[src/rate_limited_capture_ring_top_assert.svh]
// assertion macros used by the capture ring datapath
`ifndef RATE_LIMITED_CAPTURE_RING_TOP_ASSERT_SVH
`define RATE_LIMITED_CAPTURE_RING_TOP_ASSERT_SVH

// same-cycle implication, sampled on clk, quiet while in reset
`define RLCR_ASSERT_NOW(lbl, ante, cons, msg) \
    lbl: assert property (@(posedge clk) disable iff (!rst_n) (ante) |-> (cons)) \
        else $error(msg);

// next-cycle implication, sampled on clk, quiet while in reset
`define RLCR_ASSERT_NEXT(lbl, ante, cons, msg) \
    lbl: assert property (@(posedge clk) disable iff (!rst_n) (ante) |=> (cons)) \
        else $error(msg);

`endif

[src/rlcr_pkg.sv]
`timescale 1ns / 1ps

package rlcr_pkg;

    localparam int unsigned MIN_DEPTH = 10;
    localparam int unsigned DIU_BITS  = 7;
    localparam int unsigned DIU_MAX   = (1 << DIU_BITS) - 1;
    localparam int unsigned DIU_RST   = 64;

    localparam logic [63:0] MIN_PERIOD_RST = 64'd333333333;

    // request codes
    localparam logic [1:0] REQ_ARRIVAL = 2'd0;
    localparam logic [1:0] REQ_COLLECT = 2'd1;
    localparam logic [1:0] REQ_CLEAR   = 2'd2;

    // register indexes
    localparam int unsigned REG_MIN_PERIOD = 0;
    localparam int unsigned REG_DEPTH      = 1;

    typedef enum logic [2:0] {
        ST_IDLE,
        ST_NORM_ARR,
        ST_NORM_COL,
        ST_ARRIVE,
        ST_SCAN,
        ST_FLUSH,
        ST_RESP
    } state_t;

    typedef struct packed {
        logic accept;
        logic clear;
        logic norm;
        logic arrive;
        logic scan_start;
        logic scan;
        logic emit_flush;
        logic emit_resp;
    } cmd_t;

    typedef struct packed {
        logic base_ok;
        logic scan_done;
        logic out_free;
    } stat_t;

endpackage

[src/rlcr_ctrl.sv]
`timescale 1ns / 1ps

module rlcr_ctrl (
    input  logic            clk,
    input  logic            rst_n,
    input  logic            in_valid,
    input  logic [1:0]      req_type,
    input  rlcr_pkg::stat_t stat,
    output logic            in_ready,
    output rlcr_pkg::cmd_t  cmd
);
    import rlcr_pkg::*;

    state_t state_reg;
    state_t state_next;

    always_ff @(posedge clk or negedge rst_n)
    begin
        if (!rst_n)
        begin
            state_reg <= ST_IDLE;
        end
        else
        begin
            state_reg <= state_next;
        end
    end

    always_comb
    begin
        state_next = state_reg;
        case (state_reg)
            ST_IDLE:
            begin
                if (in_valid)
                begin
                    case (req_type)
                        REQ_ARRIVAL: state_next = ST_NORM_ARR;
                        REQ_COLLECT: state_next = ST_NORM_COL;
                        default:     state_next = ST_RESP;
                    endcase
                end
            end
            ST_NORM_ARR:
            begin
                if (stat.base_ok)
                begin
                    state_next = ST_ARRIVE;
                end
            end
            ST_NORM_COL:
            begin
                if (stat.base_ok)
                begin
                    state_next = ST_SCAN;
                end
            end
            ST_ARRIVE: state_next = ST_RESP;
            ST_SCAN:
            begin
                if (stat.scan_done)
                begin
                    state_next = ST_FLUSH;
                end
            end
            ST_FLUSH, ST_RESP:
            begin
                if (stat.out_free)
                begin
                    state_next = ST_IDLE;
                end
            end
            default: state_next = ST_IDLE;
        endcase
    end

    always_comb
    begin
        cmd      = '0;
        in_ready = 1'b0;
        case (state_reg)
            ST_IDLE:
            begin
                in_ready   = 1'b1;
                cmd.accept = in_valid;
                cmd.clear  = in_valid && (req_type == REQ_CLEAR);
            end
            ST_NORM_ARR:
            begin
                cmd.norm = !stat.base_ok;
            end
            ST_NORM_COL:
            begin
                cmd.norm       = !stat.base_ok;
                cmd.scan_start = stat.base_ok;
            end
            ST_ARRIVE:
            begin
                cmd.arrive = 1'b1;
            end
            ST_SCAN:
            begin
                cmd.scan = !stat.scan_done;
            end
            ST_FLUSH:
            begin
                cmd.emit_flush = stat.out_free;
            end
            ST_RESP:
            begin
                cmd.emit_resp = stat.out_free;
            end
            default:
            begin
                cmd = '0;
            end
        endcase
    end

endmodule

[config.mk]
export PLATFORM = sky130hd
export DESIGN_NAME = rlcr_ctrl
export DESIGN_NICKNAME = d
export VERILOG_FILES = /design/src/rate_limited_capture_ring_top_assert.svh /design/src/rlcr_pkg.sv /design/src/rlcr_ctrl.sv
export SDC_FILE = /design/constraint.sdc
export NUM_CORES = 1
export LEC_CHECK = 0
export ABC_AREA = 0
export BUFFER_PORTS_ARGS = -buffer_cell sky130_fd_sc_hd__buf_2
export CAP_MARGIN = 10
export CELL_PAD_IN_SITES_DETAIL_PLACEMENT = 0
export CELL_PAD_IN_SITES_GLOBAL_PLACEMENT = 1
export CORE_AREA = 2 2 39 41
export CTS_CLUSTER_DIAMETER = 100
export DETAILED_ROUTE_END_ITERATION = 16
export DIE_AREA = 0 0 41 43
export PLACE_DENSITY_LB_ADDON = 0.1
export SYNTH_ARGS = -nofsm -noshare
export SYNTH_HDL_FRONTEND = slang
export SYNTH_SLANG_ARGS = --single-unit
[constraint.sdc]
create_clock -name clk -period 1.3 [get_ports clk]
set_input_delay 0.13 -clock clk [delete_from_list [all_inputs] [get_ports clk]]
set_output_delay 0.13 -clock clk [all_outputs]
set_load 0.02 [all_outputs]
After elaboration in Yosys (flattened, before gate mapping):

Cells that the tools add are included.

* equality and inequality tests: 13
* muxes and demuxes: 15
* reductions and logical operators: 8

Operators by type and width (count)
* one-hot mux 3 bit (6 select lines): 1
* two-way mux 3 bit: 5
* inequality test 2 bit (second input constant): 5
* == test 3 bit (second input constant): 3
* two-way mux 1 bit: 7
* == test 3 x 2 -> 1 bit (second input constant): 2
* one-hot mux 3 bit (2 select lines): 1
* AND reduction 5 bit: 1
* OR reduction 2 bit: 2
* == test 3 x 1 -> 1 bit (second input constant): 1
* logical NOT 3 bit: 1
* == test 2 x 1 -> 1 bit (second input constant): 1
* == test 2 bit (second input constant): 1
* logical NOT 1 bit: 2
* logical NOT 2 bit: 1
* two-way mux 2 bit: 1
* logical AND 1 bit: 1

* register bits: 3
* bits of input ports: 8
* output and inout port bits: 9
* word-level logic and storage cells: 37

Longest topological paths before layout:

* word-level depth: 4
* mapped depth: 4
* mapped depth without buffers: 3

Worst setup path after synthesis:

OpenSTA, ideal clock, no wires.

* path kind: reg-to-output
* start point: reg state_reg[2]
* end point: out cmd[6] in the netlist's numbering
* arrival: 1.659 ns
* data required time: 1.170 ns
* slack: -0.489 ns
* stages on the path, launching flop included: 4
* path buffers: 1
* cells stage by stage: dfrtp_1 -> buf_2 -> nor3_1 -> nor3b_1

RTL lines
* start: declaration: line rlcr_ctrl.sv:14 `state_t state_reg;`
* start signal: assignment: line rlcr_ctrl.sv:25 `state_reg <= state_next;`
* end: declaration: line rlcr_ctrl.sv:10 `output rlcr_pkg::cmd_t cmd`

==> impl_metrics.env <==
export IMPL_crit_chain="nor3_4, nor3b_2, buf_4"
export IMPL_drive_gt1_share_pct=65.00
export IMPL_first_pass_iters=3
export IMPL_avgSynthCellArea_um2=7.972
export IMPL_cts_root_buf="clkbuf_4"
export IMPL_rsz0062_at_grt="yes"
export IMPL_powerDensity_nw_per_um2=2214
export IMPL_die_x_um=41
export IMPL_setup_viol=6
export IMPL_seq_area_frac_synth_pct=26.91
export IMPL_finish_net_count=69
export IMPL_worst_clock_skew_ns=0.0003020
export IMPL_htreeDepth=1
export IMPL_p_clk_share_pct=13.3
export IMPL_period_needed_ns=1.368
export IMPL_antenna_cells=0
export IMPL_synth_top_family_by_area="simple AND/OR/NAND/NOR gates"
export IMPL_ant_nets=0
export IMPL_maxCapViolations=0
export IMPL_antenna_found_initial=0
export IMPL_intPower_mw=0.7013
export IMPL_ys_ff_latch=3
export IMPL_ir_worst_vdd_mv=0.9144
export IMPL_timing_rr_start="state_reg[0]"
export IMPL_end_kind="output port"
export IMPL_power_leakage_nw=0.2475
export IMPL_worstReg2RegEnd="state_reg[1]"
export IMPL_min_from="stat[0]"
export IMPL_area_growth_pct=96.86
export IMPL_dpl_hpwl_um=684.4
export IMPL_dpl_worst_slack_ns=0.03510
export IMPL_cts_tree="yes"
export IMPL_grt_pass1_vias=339
export IMPL_globalRouteOverflowTotal=0
export IMPL_ys_types=19
export IMPL_worst_path_buf_inv=1
export IMPL_clock_sinks=3
export IMPL_core_region_area_um2=1384
export IMPL_switching_share_pct=42.33
export IMPL_start_util_pct=20.16
export IMPL_synth_warnings=0
export IMPL_synth_cells=35
export IMPL_regToRegSetupSlack_ns=-0.01
export IMPL_hold_path_depth=2
export IMPL_syn_num_nets=43
export IMPL_synthSimpleGateAreaFrac_pct=41.70
export IMPL_violations="negative setup slack"
export IMPL_whs_endpoint="state_reg[0]"
export IMPL_critPathKind="reg -> out"
export IMPL_final_period_utilization_pct=105.2
export IMPL_worst_setup_path_start_kind="register"
export IMPL_clockBufferDepth=2
export IMPL_synth_compound_area_share_pct=22.87
export IMPL_die_y_um=43
export IMPL_power_total_mw=1.216
export IMPL_slowest_stage="dfrtp_2"
export IMPL_pwr_share_seq_pct=19.0
export IMPL_drt_initial_drc_count=3
export IMPL_relSlewSlack_pct=79.22
export IMPL_via_per_inst=4.632
export IMPL_hp_class="in -> reg"
export IMPL_worstRegToRegCells=4
export IMPL_portBuffers=16
export IMPL_clkLatencyLatePin_ns=0.23
export IMPL_path_depth=3
export IMPL_cts_buffers=3
export IMPL_synth_mux_area_share_pct=0
export IMPL_power_frac_comb_pct=67.7
export IMPL_maxSlewViolCount=0
export IMPL_syn_cell_area_um2=279.0
export IMPL_status="finished, violations left"
export IMPL_worst_slack_ns=-0.06802
export IMPL_grt_max_degree=9
export IMPL_nFillCells=148
export IMPL_synthAdderAreaFrac_pct=0
export IMPL_track_usage_pct=11.57
export IMPL_vias=352
export IMPL_grt_pass1_wl_um=1400
export IMPL_drc=0
export IMPL_cp_arrival_ns=1.24
export IMPL_tightest_slew_ns=0.3078
export IMPL_synth_xor_xnor_area_share_pct=3.139
export IMPL_gp_congestion=0.6759
export IMPL_largest_reg_flops=3
export IMPL_switchingPower_mw=0.5147
export IMPL_wl_um=905
export IMPL_io_pins=17
export IMPL_wl_per_cell_um=11.91
export IMPL_critPathTopFamily="flip-flops"
export IMPL_clkTransAtPathRegs_ns=0.04
export IMPL_num_rows=14
export IMPL_required_ns=1.17
export IMPL_hold_violations=0
export IMPL_path_max_fanout=7
export IMPL_timing_fmax_mhz=731.0
export IMPL_crit_path_max_incr_delay_ns=0.47
export IMPL_die_area_um2=1763
[cells in the final DEF, fill, tap and decap left out]
| master | count |
|---|---|
| buf_2 | 9 |
| o311ai_0 | 1 |
| xnor2_1 | 1 |
| nand2_1 | 1 |
| o21ai_0 | 3 |
| nor4b_2 | 1 |
| a21oi_1 | 1 |
| clkbuf_1 | 1 |
| buf_4 | 8 |
| nor3b_2 | 3 |
| dfrtp_1 | 1 |
| and2_4 | 2 |
| dlygate4sd3_1 | 1 |
| nor3_1 | 1 |
| a221oi_2 | 1 |
| buf_6 | 6 |
| nor2b_2 | 1 |
| o211ai_1 | 1 |
| clkbuf_4 | 3 |
| nor3_2 | 1 |
| a311oi_1 | 1 |
| or3_1 | 1 |
| and3b_1 | 3 |
| nor3_4 | 1 |
| o311a_1 | 1 |
| nor2_1 | 3 |
| nand2_2 | 1 |
| dfrtp_2 | 2 |
[through the flow]
step / cell area, um^2 / hold WS (ns) / setup TNS, ns / util, % / std cells
final: 549.3 / 0.1665 / -0.2026 / 39.69 / 76
after global routing: 549.3 / 0.1772 / -0.6175 / 39.69 / 76
after floorplan: 295.3 / -0.1656 / -0.09140 / - / 35
after global placement: 410.4 / -0.07374 / 0 / 29.66 / 68
after CTS: 515.5 / 0.1451 / -0.2462 / 37.25 / 75
after detailed placement: 410.4 / -0.07225 / 0 / 29.66 / 68
[logic make-up after synthesis]
| family | count (synthesis) |
|---|---|
| AO/OA/AOI/OAI | 9 |
| XOR/XNOR | 1 |
| flip-flops | 3 |
| buffers and inverters | 3 |
| AND/OR/NAND/NOR | 19 |
[what timing repair did]
| action | CTS | global route |
|---|---|---|
| endpoints found under the hold margin | 3 | 0 |
| setup endpoints to repair | 8 | 10 |
| buffers inserted | 2 | 1 |
| hold buffers | 1 | 0 |
| pin swaps | 5 | 2 |
| resized for setup | 17 | 7 |
| gates cloned | 0 | 0 |
[worst register-to-register path, stage by stage (launching register included)]
cell and delay, ns:
dfrtp_2 0.43, buf_6 0.14, buf_4 0.12, and3b_1 0.15, o311a_1 0.34
[how the worst max path moves through the flow]
stage,slack (ns),from,endpoint
2_1_floorplan,-0.09,state_reg[2],cmd[6]
3_3_place_gp,0.07,state_reg[0],state_reg[0]
3_5_place_dp,0.04,state_reg[0],state_reg[0]
4_1_cts,-0.07,state_reg[2],cmd[6]
5_1_grt,-0.13,state_reg[0],cmd[5]
6_report,-0.07,state_reg[2],cmd[6]
[Yosys cell counts]
master | n | area share, %
a21oi_1 | 1 | 1.8
a221oi_1 | 1 | 3.1
a311oi_1 | 1 | 3.1
and2_1 | 2 | 4.5
and3b_1 | 3 | 9.4
buf_2 | 3 | 5.4
dfrtp_1 | 3 | 27
nand2_1 | 2 | 2.7
nor2_1 | 3 | 4.0
nor2b_1 | 1 | 2.2
nor3_1 | 3 | 5.4
nor3b_1 | 3 | 8.1
nor4b_1 | 1 | 3.1
o211ai_1 | 1 | 2.7
o21ai_0 | 3 | 5.4
o311a_1 | 1 | 3.6
o311ai_0 | 1 | 3.1
or3_1 | 1 | 2.2
xnor2_1 | 1 | 3.1
[power groups by stage]
stage / Combinational (mW) / Sequential (mW) / Clock [mW]
after floorplan: 0.439 / 0.178 / 0
after global placement: 0.597 / 0.213 / 0
after detailed placement: 0.605 / 0.214 / 0
after CTS: 0.758 / 0.230 / 0.171
after global routing: 0.891 / 0.241 / 0.178
final: 0.824 / 0.231 / 0.162
[per-layer routing]
metal	track usage (%)	vias to the layer above	wire (um)
met2	18.44	10	461
met1	13.27	160	369
met5	0	-	0
li1	-	182	-
met3	4.712	0	74
met4	4.000	0	0
[layout make-up]
| class | count | area (um^2) | area share [%] |
|---|---|---|---|
| sequential | 3 | 77.57 | 14.12 |
| clock buffer | 4 | 26.28 | 4.784 |
| multi-input combinational | 29 | 242.7 | 44.19 |
| tap | 16 | 20.02 | 3.645 |
| timing repair buffer | 24 | 182.7 | 33.26 |
Power figures use the tool's default switching activity.
